==> config.mk <==
export PLATFORM = sky130hd
export DESIGN_NAME = cooking_countdown_controller_core_flat
export DESIGN_NICKNAME = d
export VERILOG_FILES = /design/src/hdl/ccc_pkg.sv /design/src/hdl/ccc_intf.sv /design/src/hdl/cooking_countdown_controller_core.sv /design/src/flat_wrapper.sv
export SDC_FILE = /design/constraint.sdc
export NUM_CORES = 1
export LEC_CHECK = 0
export ABC_AREA = 1
export BUFFER_PORTS_ARGS = -buffer_cell sky130_fd_sc_hd__buf_2
export CAP_MARGIN = 20
export CORE_MARGIN = 2
export CORE_UTILIZATION = 41
export DETAILED_ROUTE_END_ITERATION = 8
export PLACE_DENSITY = 0.55
export SYNTH_ARGS = -nofsm -noshare
export SYNTH_HDL_FRONTEND = slang
export SYNTH_SLANG_ARGS = --single-unit
==> constraint.sdc <==
create_clock -name clock -period 7.81 [get_ports clock]
set_input_delay 0.3905 -clock clock [delete_from_list [all_inputs] [get_ports clock]]
set_output_delay 0.3905 -clock clock [all_outputs]
set_load 0.05 [all_outputs]
==> src/hdl/ccc_pkg.sv <==
// Shared types, constants and helper functions for the cooking countdown controller.
// No dependencies; compiled first.
package ccc_pkg;

   // Field widths
   localparam int OPCODE_W  = 3;
   localparam int KEY_W     = 8;
   localparam int MODE_W    = 3;
   localparam int SECS_W    = 13;
   localparam int PER_W     = 10;
   localparam int CSR_IDX_W = 2;
   localparam int CSR_DAT_W = 13;

   // Limits and timing constants
   localparam logic [SECS_W-1:0] MAX_SECONDS      = 13'd6039;
   localparam logic [PER_W-1:0]  MAX_PER_UNIT     = 10'd600;
   localparam logic [SECS_W-1:0] SECS_PER_TEN     = 13'd10;
   localparam logic [SECS_W-1:0] SECS_PER_MIN     = 13'd60;
   localparam logic [SECS_W-1:0] SECS_PER_TEN_MIN = 13'd600;
   // floor(s * RECIP_60 / 2^20) == s / 60 for every s up to MAX_SECONDS
   localparam logic [14:0]       RECIP_60         = 15'd17477;
   localparam int                RECIP_SHIFT      = 20;

   // Register reset values
   localparam logic [SECS_W-1:0] POPCORN_RESET = 13'd60;
   localparam logic [PER_W-1:0]  BEEF_RESET    = 10'd30;
   localparam logic [PER_W-1:0]  CHICKEN_RESET = 10'd12;

   localparam int FLASH_STEPS_DEFAULT = 6;

   // Register indexes
   localparam logic [CSR_IDX_W-1:0] CSR_POPCORN = 2'd0;
   localparam logic [CSR_IDX_W-1:0] CSR_BEEF    = 2'd1;
   localparam logic [CSR_IDX_W-1:0] CSR_CHICKEN = 2'd2;

   // Event opcodes
   localparam logic [OPCODE_W-1:0] OP_TICK       = 3'd0;
   localparam logic [OPCODE_W-1:0] OP_KEY        = 3'd1;
   localparam logic [OPCODE_W-1:0] OP_PAUSE      = 3'd2;
   localparam logic [OPCODE_W-1:0] OP_START      = 3'd3;
   localparam logic [OPCODE_W-1:0] OP_DOOR_OPEN  = 3'd4;
   localparam logic [OPCODE_W-1:0] OP_DOOR_CLOSE = 3'd5;

   // Keypad codes (ASCII)
   localparam logic [KEY_W-1:0] KEY_POPCORN = 8'h41;  // 'A'
   localparam logic [KEY_W-1:0] KEY_BEEF    = 8'h42;  // 'B'
   localparam logic [KEY_W-1:0] KEY_CHICKEN = 8'h43;  // 'C'
   localparam logic [KEY_W-1:0] KEY_ENTRY   = 8'h44;  // 'D'
   localparam logic [KEY_W-1:0] KEY_ZERO    = 8'h30;  // '0'
   localparam logic [KEY_W-1:0] KEY_NINE    = 8'h39;  // '9'

   // Reported mode codes
   localparam logic [MODE_W-1:0] MODE_IDLE   = 3'd0;
   localparam logic [MODE_W-1:0] MODE_WEIGHT = 3'd1;
   localparam logic [MODE_W-1:0] MODE_ENTRY  = 3'd2;
   localparam logic [MODE_W-1:0] MODE_COOK   = 3'd3;
   localparam logic [MODE_W-1:0] MODE_PAUSED = 3'd4;
   localparam logic [MODE_W-1:0] MODE_FLASH  = 3'd5;

   // Controller state, one-hot
   typedef enum logic [5:0] {
      ST_IDLE   = 6'b000001,
      ST_WEIGHT = 6'b000010,
      ST_ENTRY  = 6'b000100,
      ST_COOK   = 6'b001000,
      ST_PAUSED = 6'b010000,
      ST_FLASH  = 6'b100000
   } mode_state_type;

   // Four entry digits, index 0 = seconds units .. 3 = minute tens
   typedef logic [3:0][3:0] digit_set_type;

   function automatic logic [MODE_W-1:0] mode_code(input mode_state_type st);
      logic [MODE_W-1:0] code;
      case (st)
         ST_IDLE:   code = MODE_IDLE;
         ST_WEIGHT: code = MODE_WEIGHT;
         ST_ENTRY:  code = MODE_ENTRY;
         ST_COOK:   code = MODE_COOK;
         ST_PAUSED: code = MODE_PAUSED;
         ST_FLASH:  code = MODE_FLASH;
         default:   code = MODE_IDLE;
      endcase
      return code;
   endfunction

   // mm:ss digits to seconds
   function automatic logic [SECS_W-1:0] entry_total(input digit_set_type d);
      return SECS_W'(d[0]) + SECS_W'(d[1]) * SECS_PER_TEN
           + SECS_W'(d[2]) * SECS_PER_MIN + SECS_W'(d[3]) * SECS_PER_TEN_MIN;
   endfunction

   // Divide by ten for values up to 109, by threshold compares
   function automatic logic [3:0] div10(input logic [6:0] v);
      logic [3:0] q;
      q = '0;
      for (int i = 1; i <= 10; i++) begin
         if (v >= 7'(10 * i)) q = 4'(i);
      end
      return q;
   endfunction

endpackage

==> src/hdl/ccc_intf.sv <==
// Channel interfaces for the cooking countdown controller: event input,
// result output and register write port. Depends on ccc_pkg.
interface ccc_req_if import ccc_pkg::*; ();
   logic                valid;
   logic                ready;
   logic [OPCODE_W-1:0] opcode;
   logic [KEY_W-1:0]    key_code;

   modport source (output valid, output opcode, output key_code, input ready);
   modport sink   (input valid, input opcode, input key_code, output ready);
endinterface

interface ccc_rsp_if import ccc_pkg::*; ();
   logic              valid;
   logic              ready;
   logic [MODE_W-1:0] mode;
   logic [SECS_W-1:0] remaining_seconds;
   logic [3:0]        minute_tens;
   logic [3:0]        minute_units;
   logic [2:0]        second_tens;
   logic [3:0]        second_units;
   logic              display_blank;
   logic              cooking_done;

   modport source (output valid, output mode, output remaining_seconds,
                   output minute_tens, output minute_units, output second_tens,
                   output second_units, output display_blank, output cooking_done,
                   input ready);
   modport sink   (input valid, input mode, input remaining_seconds,
                   input minute_tens, input minute_units, input second_tens,
                   input second_units, input display_blank, input cooking_done,
                   output ready);
endinterface

interface ccc_csr_if import ccc_pkg::*; ();
   logic                 valid;
   logic                 ready;
   logic [CSR_IDX_W-1:0] wr_index;
   logic [CSR_DAT_W-1:0] wr_data;

   modport source (output valid, output wr_index, output wr_data, input ready);
   modport sink   (input valid, input wr_index, input wr_data, output ready);
endinterface

==> src/hdl/cooking_countdown_controller_core.sv <==
// Cooking countdown controller top level: event decode, timer state and display digits.
// Depends on ccc_pkg and the channel interfaces in ccc_intf.sv.
//
// Every accepted event transaction yields exactly one result transaction, in order.
// The block takes one event per clock cycle while results are taken. A result is
// presented on the result port once its event has gone from the input register
// through the state update into the snapshot register, then through the display digit
// split into the result register. The pipeline stalls only when the result register
// is full and not taken. The state update is done as an event leaves the input
// register, so back-to-back events chain through it without gaps. Register writes are
// always taken (csr ready tied high); popcorn and per-unit times (low 10 data bits)
// saturate to 6039 s and 600 s on write. No clearing pass is needed after reset.
module cooking_countdown_controller_core import ccc_pkg::*; #(
   parameter int FLASH_STEPS = FLASH_STEPS_DEFAULT
) (
   input logic         clock,
   input logic         reset,
   ccc_req_if.sink     req_if,
   ccc_rsp_if.source   rsp_if,
   ccc_csr_if.sink     csr_if
);

   localparam int FLASH_W = $clog2(FLASH_STEPS + 1);

   // Pipeline control
   logic a_valid_ff, b_valid_ff, c_valid_ff;
   logic a_en, b_en, c_en, a_move, b_move;

   assign c_en   = !c_valid_ff || rsp_if.ready;
   assign b_en   = !b_valid_ff || c_en;
   assign a_en   = !a_valid_ff || b_en;
   assign a_move = a_valid_ff && b_en;
   assign b_move = b_valid_ff && c_en;

   assign req_if.ready = a_en;
   assign csr_if.ready = 1'b1;

   // Configuration registers, saturated on write
   logic [SECS_W-1:0] popcorn_ff;
   logic [PER_W-1:0]  beef_ff, chicken_ff;
   logic [PER_W-1:0]  csr_per;

   assign csr_per = (csr_if.wr_data[PER_W-1:0] > MAX_PER_UNIT) ? MAX_PER_UNIT
                                                              : csr_if.wr_data[PER_W-1:0];

   always_ff @(posedge clock) begin
      if (reset) begin
         popcorn_ff <= POPCORN_RESET;
         beef_ff    <= BEEF_RESET;
         chicken_ff <= CHICKEN_RESET;
      end else if (csr_if.valid) begin
         case (csr_if.wr_index)
            CSR_POPCORN: popcorn_ff <= (csr_if.wr_data > MAX_SECONDS) ? MAX_SECONDS
                                                                     : csr_if.wr_data;
            CSR_BEEF:    beef_ff    <= csr_per;
            CSR_CHICKEN: chicken_ff <= csr_per;
            default:     ;
         endcase
      end
   end

   // Stage A: input register
   logic [OPCODE_W-1:0] a_op_ff;
   logic [KEY_W-1:0]    a_key_ff;

   always_ff @(posedge clock) begin
      if (reset) begin
         a_valid_ff <= 1'b0;
      end else if (a_en) begin
         a_valid_ff <= req_if.valid;
      end
   end

   always_ff @(posedge clock) begin
      if (a_en && req_if.valid) begin
         a_op_ff  <= req_if.opcode;
         a_key_ff <= req_if.key_code;
      end
   end

   // Controller state
   mode_state_type      mode_ff, mode_in;
   logic                kind_ff, kind_in;
   logic [SECS_W-1:0]   secs_ff, secs_in;
   digit_set_type       digits_ff, digits_in;
   logic                pause_ff, pause_in;
   logic [FLASH_W-1:0]  flash_ff, flash_in;
   logic                door_ff, door_in;
   logic                blank_in, done_in;

   logic                is_digit;
   logic [3:0]          digit_val;
   digit_set_type       digits_shift;
   logic [PER_W-1:0]    per_unit;
   logic [SECS_W-1:0]   weight_secs;
   logic [SECS_W-1:0]   secs_dec;
   logic [FLASH_W-1:0]  flash_inc;
   logic                start_req, idle_req;
   logic [SECS_W-1:0]   start_secs;

   assign is_digit     = (a_key_ff >= KEY_ZERO) && (a_key_ff <= KEY_NINE);
   assign digit_val    = is_digit ? a_key_ff[3:0] : 4'd0;
   assign digits_shift = {digits_ff[2], digits_ff[1], digits_ff[0], digit_val};
   assign per_unit     = kind_ff ? chicken_ff : beef_ff;
   // at most 9 * 600, always below the display limit
   assign weight_secs  = SECS_W'(digit_val) * SECS_W'(per_unit);
   assign secs_dec     = (secs_ff != '0) ? secs_ff - 1'b1 : secs_ff;
   assign flash_inc    = flash_ff + 1'b1;

   // Event decode and next state
   always_comb begin
      mode_in    = mode_ff;
      kind_in    = kind_ff;
      secs_in    = secs_ff;
      digits_in  = digits_ff;
      pause_in   = pause_ff;
      flash_in   = flash_ff;
      door_in    = door_ff;
      blank_in   = 1'b0;
      done_in    = 1'b0;
      start_req  = 1'b0;
      idle_req   = 1'b0;
      start_secs = '0;

      if (a_move) begin
         case (a_op_ff)
            OP_TICK: begin
               if (!door_ff) begin
                  if (mode_ff == ST_COOK) begin
                     secs_in = secs_dec;
                     if (secs_dec == '0) begin
                        mode_in  = ST_FLASH;
                        flash_in = '0;
                     end
                  end else if (mode_ff == ST_FLASH) begin
                     blank_in = flash_inc[0];
                     flash_in = flash_inc;
                     if (flash_inc >= FLASH_W'(FLASH_STEPS)) begin
                        idle_req = 1'b1;
                        done_in  = 1'b1;
                     end
                  end
               end
            end
            OP_KEY: begin
               if (mode_ff == ST_IDLE) begin
                  if (a_key_ff == KEY_POPCORN) begin
                     start_req  = 1'b1;
                     start_secs = popcorn_ff;
                  end else if (a_key_ff == KEY_BEEF || a_key_ff == KEY_CHICKEN) begin
                     kind_in = (a_key_ff == KEY_CHICKEN);
                     secs_in = '0;
                     mode_in = ST_WEIGHT;
                  end else if (a_key_ff == KEY_ENTRY) begin
                     digits_in = '0;
                     secs_in   = '0;
                     pause_in  = 1'b0;
                     mode_in   = ST_ENTRY;
                  end
               end else if (mode_ff == ST_WEIGHT) begin
                  if (is_digit) begin
                     start_req  = 1'b1;
                     start_secs = weight_secs;
                  end
               end else if (mode_ff == ST_ENTRY) begin
                  if (is_digit && !pause_ff) begin
                     digits_in = digits_shift;
                     secs_in   = entry_total(digits_shift);
                  end
               end
            end
            OP_PAUSE: begin
               if (mode_ff == ST_COOK) begin
                  pause_in = 1'b1;
                  mode_in  = ST_PAUSED;
               end else if (mode_ff == ST_PAUSED) begin
                  idle_req = 1'b1;
               end else if (mode_ff == ST_ENTRY) begin
                  if (!pause_ff) pause_in = 1'b1;
                  else           idle_req = 1'b1;
               end
            end
            OP_START: begin
               if (mode_ff == ST_PAUSED) begin
                  pause_in = 1'b0;
                  mode_in  = ST_COOK;
               end else if (mode_ff == ST_ENTRY) begin
                  start_req  = 1'b1;
                  start_secs = entry_total(digits_ff);
               end
            end
            OP_DOOR_OPEN:  door_in = 1'b1;
            OP_DOOR_CLOSE: door_in = 1'b0;
            default: ;
         endcase

         // Start cooking; a zero time drops straight back to idle
         if (start_req) begin
            pause_in = 1'b0;
            if (start_secs == '0) begin
               idle_req = 1'b1;
            end else begin
               secs_in = start_secs;
               mode_in = ST_COOK;
            end
         end

         if (idle_req) begin
            mode_in  = ST_IDLE;
            secs_in  = '0;
            pause_in = 1'b0;
            flash_in = '0;
         end
      end
   end

   always_ff @(posedge clock) begin
      if (reset) begin
         mode_ff   <= ST_IDLE;
         kind_ff   <= 1'b0;
         secs_ff   <= '0;
         digits_ff <= '0;
         pause_ff  <= 1'b0;
         flash_ff  <= '0;
         door_ff   <= 1'b0;
      end else begin
         mode_ff   <= mode_in;
         kind_ff   <= kind_in;
         secs_ff   <= secs_in;
         digits_ff <= digits_in;
         pause_ff  <= pause_in;
         flash_ff  <= flash_in;
         door_ff   <= door_in;
      end
   end

   // Stage B: state snapshot for the result
   logic [MODE_W-1:0] b_mode_ff;
   logic [SECS_W-1:0] b_secs_ff;
   logic              b_blank_ff, b_done_ff;

   always_ff @(posedge clock) begin
      if (reset) begin
         b_valid_ff <= 1'b0;
      end else if (b_en) begin
         b_valid_ff <= a_valid_ff;
      end
   end

   always_ff @(posedge clock) begin
      if (a_move) begin
         b_mode_ff  <= mode_code(mode_in);
         b_secs_ff  <= secs_in;
         b_blank_ff <= blank_in;
         b_done_ff  <= done_in;
      end
   end

   // Stage C: mm:ss digit split into the result register
   logic [27:0] min_prod;
   logic [6:0]  minutes;
   logic [5:0]  sec_in_min;
   logic [3:0]  min_tens, min_units, sec_units;
   logic [2:0]  sec_tens;
   logic [3:0]  sec_tens_w;

   assign min_prod   = 28'(b_secs_ff) * 28'(RECIP_60);
   assign minutes    = min_prod[RECIP_SHIFT +: 7];
   assign sec_in_min = 6'(b_secs_ff - ((SECS_W'(minutes) << 6) - (SECS_W'(minutes) << 2)));
   assign min_tens   = div10(minutes);
   assign min_units  = 4'(minutes - ((7'(min_tens) << 3) + (7'(min_tens) << 1)));
   assign sec_tens_w = div10({1'b0, sec_in_min});
   assign sec_tens   = sec_tens_w[2:0];
   assign sec_units  = 4'(sec_in_min - ((6'(sec_tens_w) << 3) + (6'(sec_tens_w) << 1)));

   logic [MODE_W-1:0] rsp_mode_ff;
   logic [SECS_W-1:0] rsp_secs_ff;
   logic [3:0]        rsp_mt_ff, rsp_mu_ff, rsp_su_ff;
   logic [2:0]        rsp_st_ff;
   logic              rsp_blank_ff, rsp_done_ff;

   always_ff @(posedge clock) begin
      if (reset) begin
         c_valid_ff <= 1'b0;
      end else if (c_en) begin
         c_valid_ff <= b_valid_ff;
      end
   end

   always_ff @(posedge clock) begin
      if (b_move) begin
         rsp_mode_ff  <= b_mode_ff;
         rsp_secs_ff  <= b_secs_ff;
         rsp_mt_ff    <= min_tens;
         rsp_mu_ff    <= min_units;
         rsp_st_ff    <= sec_tens;
         rsp_su_ff    <= sec_units;
         rsp_blank_ff <= b_blank_ff;
         rsp_done_ff  <= b_done_ff;
      end
   end

   assign rsp_if.valid             = c_valid_ff;
   assign rsp_if.mode              = rsp_mode_ff;
   assign rsp_if.remaining_seconds = rsp_secs_ff;
   assign rsp_if.minute_tens       = rsp_mt_ff;
   assign rsp_if.minute_units      = rsp_mu_ff;
   assign rsp_if.second_tens       = rsp_st_ff;
   assign rsp_if.second_units      = rsp_su_ff;
   assign rsp_if.display_blank     = rsp_blank_ff;
   assign rsp_if.cooking_done      = rsp_done_ff;

   // Checks
   a_done_is_idle: assert property (@(posedge clock) disable iff (reset)
      rsp_if.valid && rsp_if.cooking_done |->
         rsp_if.mode == MODE_IDLE && rsp_if.remaining_seconds == '0)
      else $error("cooking_done reported outside idle");

   // an odd flash length ends on a blank step, reported as idle
   a_blank_in_flash: assert property (@(posedge clock) disable iff (reset)
      rsp_if.valid && rsp_if.display_blank |->
         rsp_if.mode == MODE_FLASH || rsp_if.cooking_done)
      else $error("blank display outside finish flash");

   a_cook_nonzero: assert property (@(posedge clock) disable iff (reset)
      mode_ff == ST_COOK |-> secs_ff != '0)
      else $error("cooking with zero seconds left");

   a_pause_mode: assert property (@(posedge clock) disable iff (reset)
      pause_ff |-> mode_ff == ST_PAUSED || mode_ff == ST_ENTRY)
      else $error("pause flag set outside paused or time entry");

   a_digits_match: assert property (@(posedge clock) disable iff (reset)
      rsp_if.valid |->
         SECS_W'(rsp_if.minute_tens) * SECS_PER_TEN_MIN
         + SECS_W'(rsp_if.minute_units) * SECS_PER_MIN
         + SECS_W'(rsp_if.second_tens) * SECS_PER_TEN
         + SECS_W'(rsp_if.second_units) == rsp_if.remaining_seconds)
      else $error("display digits do not match remaining seconds");

endmodule

==> src/flat_wrapper.sv <==
// flat-port wrapper written by rule: the top's interface ports become plain ports
module cooking_countdown_controller_core_flat import ccc_pkg::*;
#(
   parameter int FLASH_STEPS = FLASH_STEPS_DEFAULT
)
  (clock, reset, req_if_valid, req_if_opcode, req_if_key_code, req_if_ready, rsp_if_valid, rsp_if_mode, rsp_if_remaining_seconds, rsp_if_minute_tens, rsp_if_minute_units, rsp_if_second_tens, rsp_if_second_units, rsp_if_display_blank, rsp_if_cooking_done, rsp_if_ready, csr_if_valid, csr_if_wr_index, csr_if_wr_data, csr_if_ready);
  ccc_req_if req_if_i ();
  ccc_rsp_if rsp_if_i ();
  ccc_csr_if csr_if_i ();
  input logic clock;
  input logic reset;
  input wire logic [$bits(req_if_i.valid)-1:0] req_if_valid;
  input wire logic [$bits(req_if_i.opcode)-1:0] req_if_opcode;
  input wire logic [$bits(req_if_i.key_code)-1:0] req_if_key_code;
  output wire logic [$bits(req_if_i.ready)-1:0] req_if_ready;
  output wire logic [$bits(rsp_if_i.valid)-1:0] rsp_if_valid;
  output wire logic [$bits(rsp_if_i.mode)-1:0] rsp_if_mode;
  output wire logic [$bits(rsp_if_i.remaining_seconds)-1:0] rsp_if_remaining_seconds;
  output wire logic [$bits(rsp_if_i.minute_tens)-1:0] rsp_if_minute_tens;
  output wire logic [$bits(rsp_if_i.minute_units)-1:0] rsp_if_minute_units;
  output wire logic [$bits(rsp_if_i.second_tens)-1:0] rsp_if_second_tens;
  output wire logic [$bits(rsp_if_i.second_units)-1:0] rsp_if_second_units;
  output wire logic [$bits(rsp_if_i.display_blank)-1:0] rsp_if_display_blank;
  output wire logic [$bits(rsp_if_i.cooking_done)-1:0] rsp_if_cooking_done;
  input wire logic [$bits(rsp_if_i.ready)-1:0] rsp_if_ready;
  input wire logic [$bits(csr_if_i.valid)-1:0] csr_if_valid;
  input wire logic [$bits(csr_if_i.wr_index)-1:0] csr_if_wr_index;
  input wire logic [$bits(csr_if_i.wr_data)-1:0] csr_if_wr_data;
  output wire logic [$bits(csr_if_i.ready)-1:0] csr_if_ready;
  assign req_if_i.valid = req_if_valid;
  assign req_if_i.opcode = req_if_opcode;
  assign req_if_i.key_code = req_if_key_code;
  assign req_if_ready = req_if_i.ready;
  assign rsp_if_valid = rsp_if_i.valid;
  assign rsp_if_mode = rsp_if_i.mode;
  assign rsp_if_remaining_seconds = rsp_if_i.remaining_seconds;
  assign rsp_if_minute_tens = rsp_if_i.minute_tens;
  assign rsp_if_minute_units = rsp_if_i.minute_units;
  assign rsp_if_second_tens = rsp_if_i.second_tens;
  assign rsp_if_second_units = rsp_if_i.second_units;
  assign rsp_if_display_blank = rsp_if_i.display_blank;
  assign rsp_if_cooking_done = rsp_if_i.cooking_done;
  assign rsp_if_i.ready = rsp_if_ready;
  assign csr_if_i.valid = csr_if_valid;
  assign csr_if_i.wr_index = csr_if_wr_index;
  assign csr_if_i.wr_data = csr_if_wr_data;
  assign csr_if_ready = csr_if_i.ready;
  cooking_countdown_controller_core #(.FLASH_STEPS(FLASH_STEPS)) u_core (.clock(clock), .reset(reset), .req_if(req_if_i), .rsp_if(rsp_if_i), .csr_if(csr_if_i));
endmodule
==> impl_metrics.json <==
{
  "slew_viol_final": 0,
  "worst_hold_path_type": "input port to flip-flop",
  "globalRouteMet3Util": 0.0265,
  "post_cts_resize_count": 0,
  "hold_violations": 0,
  "power_density_mw_per_mm2": 149,
  "routed-via-count": 13400,
  "run_status": "finished, final reports clean",
  "first_global_vias": 12900,
  "clock_sinks": 139,
  "post_route_cells_drive_above_1_share": 0.0842,
  "cts_root_buf": "clkbuf_16",
  "area_growth_pct": 9.47,
  "asr_flop_ratio_synth": 0,
  "antenna-diode-count": 0,
  "htree_levels": 4,
  "clk_transition_reported_paths_ns": 0.06,
  "ant_nets": 0,
  "max_clock_freq_mhz": 164,
  "skew_ns": 0.0104,
  "netlist_area_before_placement_mm2": 0.0147,
  "clock_tree.buffer_depth": 2,
  "setup-violations-final": 0,
  "drt-vias-per-instance": 5.14,
  "core.rowCount": 69,
  "antenna_found_initial": 0,
  "worst_setup_path_start_kind": "flip-flop",
  "syn-instance-count": 2073,
  "leakage_power_figure_nw": 8.27,
  "setup_tns_ns": 0,
  "post_synth.cell_area_avg_um2": 7.10,
  "core_area_mm2": 0.0355,
  "required_ns": 8.01,
  "global_route_met2_utilization": 0.361,
  "route.detailed.wl_per_inst_um": 15.6,
  "die_height_um": 193,
  "critical_path_class": "flip-flop to flip-flop",
  "boundaryPins": 67,
  "grt_first_pass_wirelength_um": 66100,
  "number_of_setup_buffers_added_after_cts": 0,
  "gr-max-usage-layer": "met2",
  "crit_path_end_kind": "flip-flop",
  "place_congestion": 0.908,
  "grt_overflow_total": 0,
  "drt-total-wl_um": 40500,
  "maxCapViolations": 0,
  "gr_met1_demand_resource": 0.290,
  "flop_and_latch_count_out_of_synthesis": 139,
  "die_x_um": 193,
  "ir_drop_mv": 0.154,
  "synth.yosys.warnings": 0,
  "io_buffer_count": 65,
  "setup_ws_pre_cts_ns": 1.66,
  "unrepaired_setup_endpoints_after_global_routing": "false",
  "synth.net_count": 2343,
  "synth-edff-count": 62,
  "dieArea_mm2": 0.0374,
  "drtPass1Iterations": 5,
  "worst_path_max_delay_cell": "fa_1",
  "synth.yosys.seq_area_share": 0.231,
  "post_synth_num_cell_types": 55,
  "drcViolationCount": 0,
  "final_critical_path_setup_slack_ns": 1.71,
  "post-route-period-util": 0.781,
  "max_transition_margin": 0.274,
  "final.min_clock_period_ns": 6.10,
  "cp_data_arrival_time_ns": 6.30,
  "cts.hold.buffers_added": 0,
  "worst_slew_pin_tran_ns": 1.09,
  "dpl.hpwl_um": 32800,
  "cts_tree": "built",
  "critPathMaxFanout": 5,
  "nets": 2395,
  "cts_inserted_buffers": 17,
  "synth_top_flop_cell": "dfxtp_1",
  "drt_iter0_markers": 607,
  "floorplan.initialDensity": 0.415,
  "grt_usage": 0.218,
  "critical_path.max_stage_delay_ns": 0.49,
  "post_layout_util": 0.454,
  "worst_skew_pair.late_latency_ns": 0.44,
  "maximum_number_of_pins_on_one_net_before_global_route_repair": 46
}
## cells in the final DEF, fill, tap and decap left out, types with 11 or more instances in the layout
cell	netlist	final
nor3_1	16	16
xor2_1	34	34
nor2_1	144	144
clkbuf_16	0	18
nand4_1	35	35
inv_1	360	360
edfxtp_1	62	62
inv_2	11	11
nand3_1	144	144
buf_2	9	65
and2_1	11	11
a21oi_1	119	118
xnor2_1	18	18
dfxtp_1	77	77
o211ai_1	13	13
nand2_1	509	509
fa_1	64	64
o21ai_0	112	112
nor2_2	13	13
ha_1	175	175
## state kept, by name, summed over array words and instances (netlist names), 3 cells and up
signal,cells
u_core.rsp_if.mode,3
u_core.rsp_if.minute_units,4
u_core.secs_ff,13
u_core.a_op_ff,3
u_core.chicken_ff,10
u_core.rsp_if.second_units,4
u_core.rsp_if.minute_tens,4
u_core.rsp_if.second_tens,3
u_core.beef_ff,10
u_core.digits_ff,16
u_core.b_secs_ff,13
u_core.rsp_if.remaining_seconds,13
u_core.mode_ff,6
u_core.flash_ff,3
u_core.b_mode_ff,3
u_core.a_key_ff,8
u_core.popcorn_ff,13
## worst paths after layout
check / depth (start not counted) / endpoint / startpoint / slack [ns]
setup / recovery: 33 / u_core.rsp_if.second_units[3] / u_core.b_secs_ff[10] / 1.71
hold / removal: 1 / u_core.a_key_ff[5] / req_if_key_code[5] / 0.12
hold reg to reg: 0 / u_core.rsp_if.mode[2] / u_core.b_mode_ff[2] / 0.42
setup reg to reg: 33 / u_core.rsp_if.second_units[3] / u_core.b_secs_ff[10] / 1.71
## synthesized netlist by cell type (all sizes together) (13+ instances only)
cell type | number | share of area
dfxtp | 77 | 0.10
clkbuf | 23 | 0.0059
nor3 | 16 | 0.0054
o22ai | 14 | 0.0089
nor2 | 162 | 0.046
o21ai | 128 | 0.047
o211ai | 13 | 0.0066
nand3 | 148 | 0.052
ha | 175 | 0.15
xor2 | 34 | 0.020
nand4 | 37 | 0.017
inv | 372 | 0.095
nand2 | 516 | 0.13
buf | 19 | 0.0089
xnor2 | 18 | 0.011
edfxtp | 62 | 0.13
a21oi | 123 | 0.043
fa | 64 | 0.087
## per-stage QoR
step                power (mW)  cell area [um^2]  std cells  hold slack [ns]
floorplan                 1.37             14700       2073            0.400
global placement          1.54             15500       2566            0.404
detailed placement        1.54             15500       2567            0.406
CTS                       2.42             16100       2599            0.103
global route              2.55             16100       2599            0.108
finish                    2.40             16100       2599            0.122
## power breakdown
group          switching, mW  total [mW]  internal, mW  leakage, nW
clock network          0.345       0.870         0.525        0.298
registers             0.0241       0.837         0.813         1.22
logic                  0.459       0.690         0.231         6.76
## final cells by class
cell class / instances / area [um^2]
sequential: 139 / 3400
fill: 3670 / 19400
clock buffer: 20 / 458
clock inverter: 12 / 161
tap: 461 / 577
timing repair buffer: 75 / 404
inverter: 374 / 1410
multi-input combinational: 1518 / 9700
## routing by layer
metal	vias up	wire [um]	part of all wire
met5	-	0	0
met4	0	1270	0.031
met3	62	1350	0.033
met2	222	18900	0.47
met1	6252	19000	0.47
li1	6831	-	-
## critical path: cells and delay by family, from the launching register on
family	cells	cell delay, ns
xor+xnor	5	0.89
flops	1	0.47
buf+inv	6	0.42
simple gates	12	1.08
fa+ha+maj	7	2.55
compound gates	3	0.45
## logic make-up after synthesis
family                     count (synthesis)  share of synthesized area
AOI/OAI and AO/OA                        315                      0.124
and+or+nand+nor                          911                      0.267
buffers and inverters                    416                      0.110
other                                      1                   0.000255
adders and majority gates                239                      0.236
xor gates and xnor gates                  52                     0.0309
DFF                                      139                      0.231
Power figures use the tool's default switching activity.
